$ cat src/hw/rtl/ecgq_pkg.sv
// Shared types and constants of the equal-count grey quantizer.
package ecgq_pkg;

	localparam int ADDR_BITS   = 24;
	localparam int GREY_BITS   = 16;
	localparam int LEVEL_BITS  = 8;
	localparam int CNT_BITS    = 25;
	localparam int NL_BITS     = 9;
	localparam int MAX_LEVELS  = 256;

	localparam int DIV_STEPS    = CNT_BITS;
	localparam int DIV_CNT_BITS = $clog2(DIV_STEPS);

	localparam int IN_TDATA_BITS   = 40;
	localparam int OUT_TDATA_BITS  = 48;
	localparam int OUT_TUSER_BITS  = 2;
	localparam int CFG_INDEX_BITS  = 2;
	localparam int CFG_DATA_BITS   = 25;

	// Configuration register indexes.
	localparam logic [CFG_INDEX_BITS-1:0] CFG_TOTAL_PIXELS = 2'd0;
	localparam logic [CFG_INDEX_BITS-1:0] CFG_NUM_LEVELS   = 2'd1;

	typedef logic [CNT_BITS-1:0] cnt_t;
	typedef logic [NL_BITS-1:0]  nl_t;

	typedef struct packed {
		logic start;
		cnt_t dividend;
		nl_t  divisor;
	} div_req_t;

	typedef struct packed {
		logic done;
		cnt_t quotient;
	} div_rsp_t;

endpackage

$ cat src/hw/rtl/ecgq_div.sv
// Restoring divider, one quotient bit per cycle, used for the level quotas.
module ecgq_div (
	input  logic              clk,
	input  logic              arst_n,
	input  ecgq_pkg::div_req_t req,
	output ecgq_pkg::div_rsp_t rsp
);

	logic                              busy_q;
	logic                              done_q;
	logic [ecgq_pkg::DIV_CNT_BITS-1:0] cnt_q;
	logic [ecgq_pkg::NL_BITS-1:0]      part_q;
	ecgq_pkg::cnt_t                    quo_q;
	ecgq_pkg::nl_t                     dsr_q;

	logic [ecgq_pkg::NL_BITS:0] trial;
	logic [ecgq_pkg::NL_BITS:0] diff;
	logic                       ge;

	assign trial = {part_q, quo_q[ecgq_pkg::CNT_BITS-1]};
	assign ge    = trial >= {1'b0, dsr_q};
	assign diff  = trial - {1'b0, dsr_q};

	always_ff @(posedge clk or negedge arst_n) begin
		if (!arst_n) begin
			busy_q <= 1'b0;
			done_q <= 1'b0;
			cnt_q  <= '0;
		end else begin
			done_q <= 1'b0;
			if (req.start) begin
				busy_q <= 1'b1;
				cnt_q  <= '0;
			end else if (busy_q) begin
				cnt_q <= cnt_q + 1'b1;
				if (cnt_q == ecgq_pkg::DIV_CNT_BITS'(ecgq_pkg::DIV_STEPS - 1)) begin
					busy_q <= 1'b0;
					done_q <= 1'b1;
				end
			end
		end
	end

	// The dividend shifts out of the top of quo_q while quotient bits enter below.
	always_ff @(posedge clk) begin
		if (req.start) begin
			quo_q  <= req.dividend;
			part_q <= '0;
			dsr_q  <= req.divisor;
		end else if (busy_q) begin
			part_q <= ge ? diff[ecgq_pkg::NL_BITS-1:0] : trial[ecgq_pkg::NL_BITS-1:0];
			quo_q  <= {quo_q[ecgq_pkg::CNT_BITS-2:0], ge};
		end
	end

	assign rsp.done     = done_q;
	assign rsp.quotient = quo_q;

endmodule

$ cat src/hw/rtl/equal_count_grey_quantizer_core.sv
// Equal-count grey quantizer: assigns each sorted pixel a level of about equal population.
//
// Input stream (s_*): one pixel per transfer, tdata = pixel_index, grey_value, in
// ascending grey order. Output stream (m_*): one result per pixel, in order.
// Configuration: cfg_we writes cfg_data into register cfg_index (0 total_pixels,
// 1 num_levels); write only while no pixel is in flight.
// Flow: an ordinary pixel goes from its transfer through the evaluate and emit
// states to its result being loaded, and the next pixel can be taken on the
// following cycle. The first pixel of a pass and every level that closes cost
// one quota division in the shared bit-serial divider, a 25-bit quotient plus
// the start and done hand-off; a pixel skipping several empty levels pays that
// once per level. A pixel beyond total_pixels skips to emit and only reports overrun.
// One pixel is worked on at a time; s_tready is high only while the sequencer
// waits for input. The result sits in an output register, so a new pixel is
// taken while it waits; if the receiver holds m_tready low the next result
// waits in the sequencer until the register drains.
// Reset clears the pass state and sets both registers to 1.
module equal_count_grey_quantizer_core (
	input  logic                                  clk,
	input  logic                                  arst_n,
	input  logic                                  cfg_we,
	input  logic [ecgq_pkg::CFG_INDEX_BITS-1:0]   cfg_index,
	input  logic [ecgq_pkg::CFG_DATA_BITS-1:0]    cfg_data,
	input  logic                                  s_tvalid,
	output logic                                  s_tready,
	// pixel_index [23:0], grey_value [39:24]
	input  logic [ecgq_pkg::IN_TDATA_BITS-1:0]    s_tdata,
	output logic                                  m_tvalid,
	input  logic                                  m_tready,
	// out_index [23:0], level [31:24], levels_used [40:32], zero fill [47:41]
	output logic [ecgq_pkg::OUT_TDATA_BITS-1:0]   m_tdata,
	// starts_level [0], overrun [1]
	output logic [ecgq_pkg::OUT_TUSER_BITS-1:0]   m_tuser,
	output logic                                  m_tlast
);

	typedef enum logic [1:0] {ST_IDLE, ST_DIV, ST_EVAL, ST_EMIT} state_t;

	state_t                                 state_q;
	ecgq_pkg::cnt_t                         total_q;
	ecgq_pkg::nl_t                          nlev_q;
	logic [ecgq_pkg::LEVEL_BITS-1:0]        cl_q;
	ecgq_pkg::cnt_t                         lc_q;
	ecgq_pkg::cnt_t                         rem_q;
	ecgq_pkg::cnt_t                         quota_q;
	logic [ecgq_pkg::GREY_BITS-1:0]         bgrey_q;
	logic                                   ext_q;
	ecgq_pkg::cnt_t                         pos_q;
	logic                                   ovr_q;
	ecgq_pkg::div_req_t                     div_req_q;
	logic                                   m_tvalid_q;

	logic [ecgq_pkg::ADDR_BITS-1:0]         idx_q;
	logic [ecgq_pkg::GREY_BITS-1:0]         grey_q;
	logic [ecgq_pkg::OUT_TDATA_BITS-1:0]    m_tdata_q;
	logic [ecgq_pkg::OUT_TUSER_BITS-1:0]    m_tuser_q;
	logic                                   m_tlast_q;

	ecgq_pkg::div_rsp_t                     div_rsp;

	ecgq_pkg::cnt_t                         total_eff;
	ecgq_pkg::nl_t                          nl_eff;
	ecgq_pkg::nl_t                          cl_inc;
	logic                                   last_lvl;
	logic                                   stop_take;
	logic                                   stop_ext;
	ecgq_pkg::cnt_t                         rem_next;
	ecgq_pkg::cnt_t                         pos_inc;
	logic                                   end_pass;
	logic                                   in_xfer;
	logic                                   load_out;

	always_comb begin
		total_eff = (total_q == '0) ? ecgq_pkg::CNT_BITS'(1) : total_q;
		if (nlev_q == '0) begin
			nl_eff = ecgq_pkg::NL_BITS'(1);
		end else if (nlev_q > ecgq_pkg::NL_BITS'(ecgq_pkg::MAX_LEVELS)) begin
			nl_eff = ecgq_pkg::NL_BITS'(ecgq_pkg::MAX_LEVELS);
		end else begin
			nl_eff = nlev_q;
		end
	end

	assign cl_inc    = {1'b0, cl_q} + 1'b1;
	assign last_lvl  = cl_inc >= nl_eff;
	// Unless a level is extending, it takes the pixel outright while short of its quota or when it is the last level.
	assign stop_take = !ext_q && ((lc_q < quota_q) || last_lvl);
	assign stop_ext  = (grey_q == bgrey_q) || last_lvl;
	assign rem_next  = rem_q - lc_q;
	assign pos_inc   = pos_q + 1'b1;
	assign end_pass  = pos_inc >= total_eff;
	assign in_xfer   = s_tvalid && s_tready;
	assign load_out  = (state_q == ST_EMIT) && (!m_tvalid_q || m_tready);

	ecgq_div u_div (
		.clk    (clk),
		.arst_n (arst_n),
		.req    (div_req_q),
		.rsp    (div_rsp)
	);

	always_ff @(posedge clk or negedge arst_n) begin
		if (!arst_n) begin
			state_q    <= ST_IDLE;
			total_q    <= ecgq_pkg::CNT_BITS'(1);
			nlev_q     <= ecgq_pkg::NL_BITS'(1);
			cl_q       <= '0;
			lc_q       <= '0;
			rem_q      <= '0;
			quota_q    <= '0;
			bgrey_q    <= '0;
			ext_q      <= 1'b0;
			pos_q      <= '0;
			ovr_q      <= 1'b0;
			div_req_q  <= '0;
			m_tvalid_q <= 1'b0;
		end else begin
			div_req_q.start <= 1'b0;
			if (m_tvalid_q && m_tready) begin
				m_tvalid_q <= 1'b0;
			end
			if (cfg_we) begin
				unique case (cfg_index)
					ecgq_pkg::CFG_TOTAL_PIXELS: total_q <= cfg_data;
					ecgq_pkg::CFG_NUM_LEVELS:   nlev_q  <= cfg_data[ecgq_pkg::NL_BITS-1:0];
					default: ;
				endcase
			end
			unique case (state_q)
				ST_IDLE: begin
					if (in_xfer) begin
						if (pos_q >= total_eff) begin
							ovr_q   <= 1'b1;
							state_q <= ST_EMIT;
						end else if (pos_q == '0) begin
							ovr_q              <= 1'b0;
							cl_q               <= '0;
							lc_q               <= '0;
							rem_q              <= total_eff;
							bgrey_q            <= '0;
							ext_q              <= 1'b0;
							div_req_q.start    <= 1'b1;
							div_req_q.dividend <= total_eff;
							div_req_q.divisor  <= nl_eff;
							state_q            <= ST_DIV;
						end else begin
							ovr_q   <= 1'b0;
							state_q <= ST_EVAL;
						end
					end
				end
				ST_DIV: begin
					if (div_rsp.done) begin
						quota_q <= div_rsp.quotient;
						state_q <= ST_EVAL;
					end
				end
				ST_EVAL: begin
					if (stop_take) begin
						bgrey_q <= grey_q;
						state_q <= ST_EMIT;
					end else if (stop_ext) begin
						ext_q   <= 1'b1;
						state_q <= ST_EMIT;
					end else begin
						// Close the level and work out the quota of the next one.
						rem_q              <= rem_next;
						cl_q               <= cl_q + 1'b1;
						lc_q               <= '0;
						ext_q              <= 1'b0;
						div_req_q.start    <= 1'b1;
						div_req_q.dividend <= rem_next;
						div_req_q.divisor  <= nl_eff - cl_inc;
						state_q            <= ST_DIV;
					end
				end
				ST_EMIT: begin
					if (load_out) begin
						m_tvalid_q <= 1'b1;
						state_q    <= ST_IDLE;
						if (!ovr_q) begin
							if (end_pass) begin
								cl_q    <= '0;
								lc_q    <= '0;
								rem_q   <= '0;
								quota_q <= '0;
								bgrey_q <= '0;
								ext_q   <= 1'b0;
								pos_q   <= '0;
							end else begin
								lc_q  <= lc_q + 1'b1;
								pos_q <= pos_inc;
							end
						end
					end
				end
				default: state_q <= ST_IDLE;
			endcase
		end
	end

	always_ff @(posedge clk) begin
		if (in_xfer) begin
			idx_q  <= s_tdata[ecgq_pkg::ADDR_BITS-1:0];
			grey_q <= s_tdata[ecgq_pkg::ADDR_BITS +: ecgq_pkg::GREY_BITS];
		end
		if (load_out) begin
			if (ovr_q) begin
				m_tdata_q <= {{(ecgq_pkg::OUT_TDATA_BITS - ecgq_pkg::ADDR_BITS){1'b0}}, idx_q};
				m_tuser_q <= 2'b10;
				m_tlast_q <= 1'b0;
			end else begin
				m_tdata_q <= {7'd0, (end_pass ? cl_inc : ecgq_pkg::NL_BITS'(0)), cl_q, idx_q};
				m_tuser_q <= {1'b0, lc_q == '0};
				m_tlast_q <= end_pass;
			end
		end
	end

	assign s_tready = state_q == ST_IDLE;
	assign m_tvalid = m_tvalid_q;
	assign m_tdata  = m_tdata_q;
	assign m_tuser  = m_tuser_q;
	assign m_tlast  = m_tlast_q;

endmodule

$ cat config.mk
export PLATFORM = sky130hd
export DESIGN_NAME = equal_count_grey_quantizer_core
export DESIGN_NICKNAME = d
export VERILOG_FILES = /design/src/hw/rtl/ecgq_pkg.sv /design/src/hw/rtl/ecgq_div.sv /design/src/hw/rtl/equal_count_grey_quantizer_core.sv
export SDC_FILE = /design/constraint.sdc
export NUM_CORES = 1
export LEC_CHECK = 0
export BUFFER_PORTS_ARGS = -buffer_cell sky130_fd_sc_hd__buf_2
export CORE_MARGIN = 2
export CORE_UTILIZATION = 51
export CTS_CLUSTER_SIZE = 16
export DETAILED_ROUTE_END_ITERATION = 10
export GPL_TIMING_DRIVEN = 0
export HOLD_SLACK_MARGIN = 0.15
export PLACE_DENSITY = 0.68
export SLEW_MARGIN = 30
export SYNTH_ARGS = -nofsm -noshare
export SYNTH_HDL_FRONTEND = slang
export SYNTH_SLANG_ARGS = --single-unit
$ cat constraint.sdc
create_clock -name clk -period 9.7 [get_ports clk]
set_clock_uncertainty 0.2 [all_clocks]
set_input_delay 1.94 -clock clk [delete_from_list [all_inputs] [get_ports clk]]
set_output_delay 1.94 -clock clk [all_outputs]
set_load 0.005 [all_outputs]
# == Word-level counts from Yosys, hierarchy flattened ==
# Index checks and enable logic that the tools add are counted.
# word_totals
wordCells,172
reg_bits,339
inputBits,72
output_inout_bits,53
# classes
n_bitwise,2
n_eq_ne,16
n_mux,80
magnitude_cmp,6
reduce_logical,31
n_addsub,8
# ops
cell,count
two-way mux 25 bit,21
two-way mux 35 bit,5
case mux 25 bit (3 select lines),2
two-way mux 16 bit,7
zero test 25 bit,3
case mux 35 bit (2 select lines),1
two-way mux 8 bit,8
"adder 25 x 1 -> 25 bit, second input constant",2
greater-or-equal comparator 25 bit,2
case mux 25 bit (2 select lines),1
case mux 16 bit (3 select lines),1
two-way mux 9 bit,3
less-than comparator 25 bit,1
subtractor 25 bit,1
case mux 8 bit (3 select lines),1
AND reduction 8 bit,3
two-way mux 1 bit,18
subtractor 9 bit,2
equality test 16 bit,1
two-way mux 2 bit,8
"inequality test 2 bit, second input constant",7
greater-or-equal comparator 10 x 9 -> 1 bit,1
two-way mux 5 bit,2
"adder 8 x 1 -> 9 bit, second input constant",1
other kinds (24),41

# == Depth between registers and ports, before layout ==
# logic_depth
word_depth,8
mapped_depth,19
depth_no_buf,16

# == By module ==
# A second synthesis with hierarchy kept.
# hier_totals
hier_cells,1735
area_unflattened_um2,17867.1
# modules_own_cells
mod,area_per_inst_um2,cells_per_inst,n_inst,seq_area_each_um2
equal_count_grey_quantizer_core,15331.0,1529,1,7479.7
ecgq_div,2536.2,206,1,1376.3

# == Worst setup path before layout ==
# No wires, ideal clock.
# synth_timing
path_type,input to register
startpoint,in s_tvalid
endpoint,reg div_req_q[7] in the netlist's numbering
setup_ns,0.126
arrival_ns,5.142
path_stages,6
required_ns,9.374
setup_slack_ns,4.232
path_buffers,1
path_cell_list,nand2_1 > nor2_1 > nor4b_2 > a21oi_1 > buf_2 > a221o_1
# synth_via
elab_chain_len,3
# synth_rtl
element,line_no,source
start: declaration,equal_count_grey_quantizer_core.sv:24,"input logic s_tvalid,"
logical AND 1 bit,equal_count_grey_quantizer_core.sv:92,assign in_xfer = s_tvalid && s_tready;
named net in_xfer,equal_count_grey_quantizer_core.sv:70,logic in_xfer;
inequality test 2 x 1 -> 1 bit (no source line),n/a,
AND reduction 6 bit (no source line),n/a,
end: declaration,equal_count_grey_quantizer_core.sv:50,ecgq_pkg::div_req_t div_req_q;
# The timed path passes the listed nets, and every way through them passes these cells.
# A chain may end at the register's enable or synchronous reset.

# == Final worst setup path ==
# layout_timing
startpoint,reg pos_q[1]
endpoint,"reg m_tdata_q, in the netlist m_tdata[35], data pin"
# layout_via
elab_chain_len,4
# layout_rtl
element,line_no,source
start: declaration,equal_count_grey_quantizer_core.sv:48,ecgq_pkg::cnt_t pos_q;
start signal: assignment,equal_count_grey_quantizer_core.sv:192,pos_q <= pos_inc;
adder 25 x 1 -> 25 bit,equal_count_grey_quantizer_core.sv:90,assign pos_inc = pos_q + 1'b1;
greater-or-equal comparator 25 bit,equal_count_grey_quantizer_core.sv:91,assign end_pass = pos_inc >= total_eff;
NOT 1 bit (no source line),n/a,
OR reduction 2 bit (no source line),n/a,
end signal: assignment,equal_count_grey_quantizer_core.sv:209,"m_tdata_q <= {{(ecgq_pkg::OUT_TDATA_BITS - ecgq_pkg::ADDR_BITS){1'b0}}, idx_q};"
end signal: assignment,equal_count_grey_quantizer_core.sv:213,"m_tdata_q <= {7'd0, (end_pass ? cl_inc : ecgq_pkg::NL_BITS'(0)), cl_q, idx_q};"
end: declaration,equal_count_grey_quantizer_core.sv:55,logic [ecgq_pkg::OUT_TDATA_BITS-1:0] m_tdata_q;
# Every way passes these cells.

==> impl_metrics.ini <==
[status]
status = finished clean

[clock_tree]
clock_path_buffers = 3
cts_tree = built
postCtsHoldBufs = 0
htree_levels = 2
root_buffer = clkbuf_16
postCtsResizedCells = 0
cts-buffers-inserted = 37
clock-sinks = 332
clock_latency_ns = 0.57
post_cts_buffers = 0
clk_pin_slew_ns = 0.06

[job]
maxCapViolCount = 0

[setup_path]
critical-path-top-delay-family = simple AND/OR/NAND/NOR gates
r2r_slack_ns = 3.42
slowest_delay_ns = 0.85
crit_chain = ha_1 -> nand2_1 -> nor2_1 -> nand3_1 -> or3_1 -> clkbuf_1 -> nor2_1 -> xor2_1 -> ha_1 -> nand4_1 -> a2111oi_0 -> nor2_1 -> a21oi_1 -> clkbuf_1 -> nand2b_1 -> clkbuf_1 -> nor2_1
worstSetupEndpoint = m_tdata[35]
crit_top_cell = nor2_1
startpoint_type = register
reg2reg_depth = 17
startpoint = pos_q[1]
required_ns = 9.91
setup.worst_path.end_class = register
r2r-end = m_tdata[35]
crit_arrival_ns = 6.48
crit_buf_inv = 3
crit_fanout = 10
cp_slowest_cell = a21oi_1
cp.depth = 17
r2r-start = pos_q[1]
criticalPathCategory = reg2reg

[drt]
drt_iter0_drc = 1292
dr.pass1.iters = 5
wirelength_mm = 52.42
ant_nets = 0
drc = 0
vias_per_cell = 6.179
wl_per_cell_um = 22.38
num_vias = 14470

[timing]
finalHoldViolations = 0
finalCriticalPeriod_ns = 6.275
relSlewSlack_pct = 29.62
fin_setup_tns_ns = 0
rsz0062_at_grt = no
worst-slew-pin-transition_ns = 1.056
holdWs_ns = 0.2189
fmax_ghz = 0.1594
slew_viol_final = 0
finalCritPeriodShare_pct = 64.69
setup_viol = 0

[global_routing]
grt_first_pass_wirelength_mm = 81.35
antenna_found_initial = 4
grt_max_degree = 83
grtUsageMet1_pct = 39.84
overflow = 0
grt_util_met2_pct = 46.22
grt_use_total_pct = 29.04
top_usage_layer = met2
use_met3_pct = 5.001
grt_pass1_vias = 14370

[synthesis]
synth_top_area_share_pct = 28.08
yosys.area_share.simple_pct = 12.35
syn_inst = 1689
synth_ff_type = dfrtp_1
syn_area_mm2 = 0.01809
seq_area_frac_synth_pct = 48.95
synth_seq_cells = 332
synth_compound_area_share_pct = 17.28
yosys_warnings = 0
synthAdderAreaFrac_pct = 8.908
synthTopCellsByCount = 203 x dfrtp_1, 125 x inv_1, 124 x ha_1
synth_xor_area_share_pct = 3.534
syn_avg_cell_area_um2 = 10.71
synth_mux_area_share_pct = 4.495
synth_top_family_by_area = compound AO/OA/AOI/OAI gates
synth-async-reset-ratio_pct = 61.75
ys_types = 85
synth_edf_count = 118
synth_area_leader_cell = dfrtp_1
yosysMostFrequentCell = dfrtp_1
ys_top_cells_by_area = dfrtp_1 28%, edfxtp_1 20%, ha_1 8.6%

[min_path]
hold_class = reg2reg

[pwr]
vdd.ir_drop.worst_mv = 0.1683
power.density_mw_per_mm2 = 295.0
p_leak_nw = 8.933

[floorplanning]
pin_count = 125
core_area_mm2 = 0.03471
die_area_mm2 = 0.03699
rows = 68
initial_core_util_pct = 52.12
die_h_um = 192.3
die_w_um = 192.3

[placement]
portBuffers = 117
hpwlAfterDp_mm = 38.82
gp_congestion = 0.9956

[finish]
fin_nets = 2054
nFillCells = 2997
multi_input_area_mm2 = 0.008463
area_growth_pct = 13.83
drive_above_1_share_pct = 14.49
seqCellArea_mm2 = 0.008856
-- metal layers --
layer / up-vias / routed length [um]
li1: 6591 / -
met4: 0 / 1729
met5: - / 0
met2: 585 / 24360
met3: 131 / 4080
met1: 7164 / 22250
-- cell usage in the layout, fill, tap and decap left out, types with 19 or more instances in the layout --
cell type / synthesis / routed
nand3_1: 44 / 44
o21ai_0: 94 / 94
buf_2: 6 / 122
dfrtp_1: 203 / 203
xor2_1: 38 / 38
clkbuf_1: 54 / 64
xnor2_1: 35 / 35
and3_1: 19 / 19
edfxtp_1: 118 / 118
nand2_1: 121 / 121
mux2_2: 58 / 58
nand4_1: 30 / 30
a211oi_1: 21 / 21
nor4_1: 24 / 24
ha_1: 124 / 124
nor2b_1: 26 / 26
nor2_1: 89 / 88
nor3_1: 24 / 23
inv_1: 125 / 124
a22o_1: 62 / 62
clkbuf_16: 0 / 37
a21oi_1: 51 / 51
a31oi_1: 29 / 29
a21o_1: 31 / 31
-- power breakdown --
group	switching, mW	leakage, nW	internal (mW)	total (mW)
clock network	0.580	0.581	0.802	1.38
logic	1.49	4.46	1.02	2.51
registers	0.288	3.89	1.90	2.19
total	2.36	8.93	3.72	6.08
-- per-stage QoR --
step / utilization (%) / std cells / instance area, um^2 / setup slack, ns / total power, mW
2_1_floorplan: - / 1695 / 18110 / 4.232 / 3.868
3_3_place_gp: 55.51 / 2267 / 19270 / 2.676 / 4.566
3_5_place_dp: 55.90 / 2271 / 19400 / 3.716 / 4.648
4_1_cts: 59.30 / 2339 / 20590 / 3.676 / 6.045
5_1_grt: 59.32 / 2341 / 20590 / 3.233 / 6.412
6_report: 59.32 / 2342 / 20590 / 3.425 / 6.076
-- worst min path at each step --
stage	start	depth (start not counted)	slack, ns	to
floorplan	idx_q[0]	0	0.20	m_tdata[0]
global placement	idx_q[19]	0	0.20	m_tdata[19]
detailed placement	idx_q[16]	0	0.21	m_tdata[16]
CTS	idx_q[4]	0	0.22	m_tdata[4]
global route	idx_q[16]	0	0.22	m_tdata[16]
finish	idx_q[16]	0	0.22	m_tdata[16]
-- state kept, by name (all words and copies together) (netlist names) --
| register | flops |
|---|---|
| u_div.busy_q | 1 |
| rem_q | 25 |
| total_q | 25 |
| nlev_q | 9 |
| m_tdata | 41 |
| u_div.cnt_q | 5 |
| state_q | 2 |
| ovr_q | 1 |
| u_div.done_q | 1 |
| m_tlast | 1 |
| ext_q | 1 |
| u_div.part_q | 9 |
| lc_q | 25 |
| grey_q | 16 |
| quota_q | 25 |
| bgrey_q | 16 |
| u_div.dsr_q | 9 |
| idx_q | 24 |
| m_tvalid | 1 |
| u_div.quo_q | 25 |
| cl_q | 8 |
| pos_q | 25 |
| m_tuser | 2 |
| div_req_q | 35 |
-- worst register-to-register path, delay by kind of cell (launching register included) --
| family | cells | cell delay (ns) |
|---|---|---|
| DFF | 1 | 0.47 |
| and+or+nand+nor | 9 | 2.09 |
| xor gates and xnor gates | 1 | 0.11 |
| adders and majority gates | 2 | 0.57 |
| buffers and inverters | 3 | 1.23 |
| AOI/OAI and AO/OA | 2 | 1.46 |
-- layout make-up --
class	count	share of cell area (%)
sequential	332	43.00
multi-input combinational	1161	41.10
clock buffer	52	5.012
timing repair buffer	121	3.427
tap	455	2.764
inverter	125	2.291
buffer	77	1.640
clock inverter	16	0.7291
antenna	3	0.03645
-- kinds of logic (layout without fill, tap and decap cells) --
family | Yosys count | after routing
AO/OA/AOI/OAI | 440 | 440
AND/OR/NAND/NOR | 440 | 440
flip-flops | 332 | 332
buffers and inverters | 202 | 391
adder cells (fa/ha/maj) | 127 | 127
multiplexers | 74 | 74
XOR/XNOR | 73 | 73
other | 1 | 10
(Power assumes the default switching activity.)
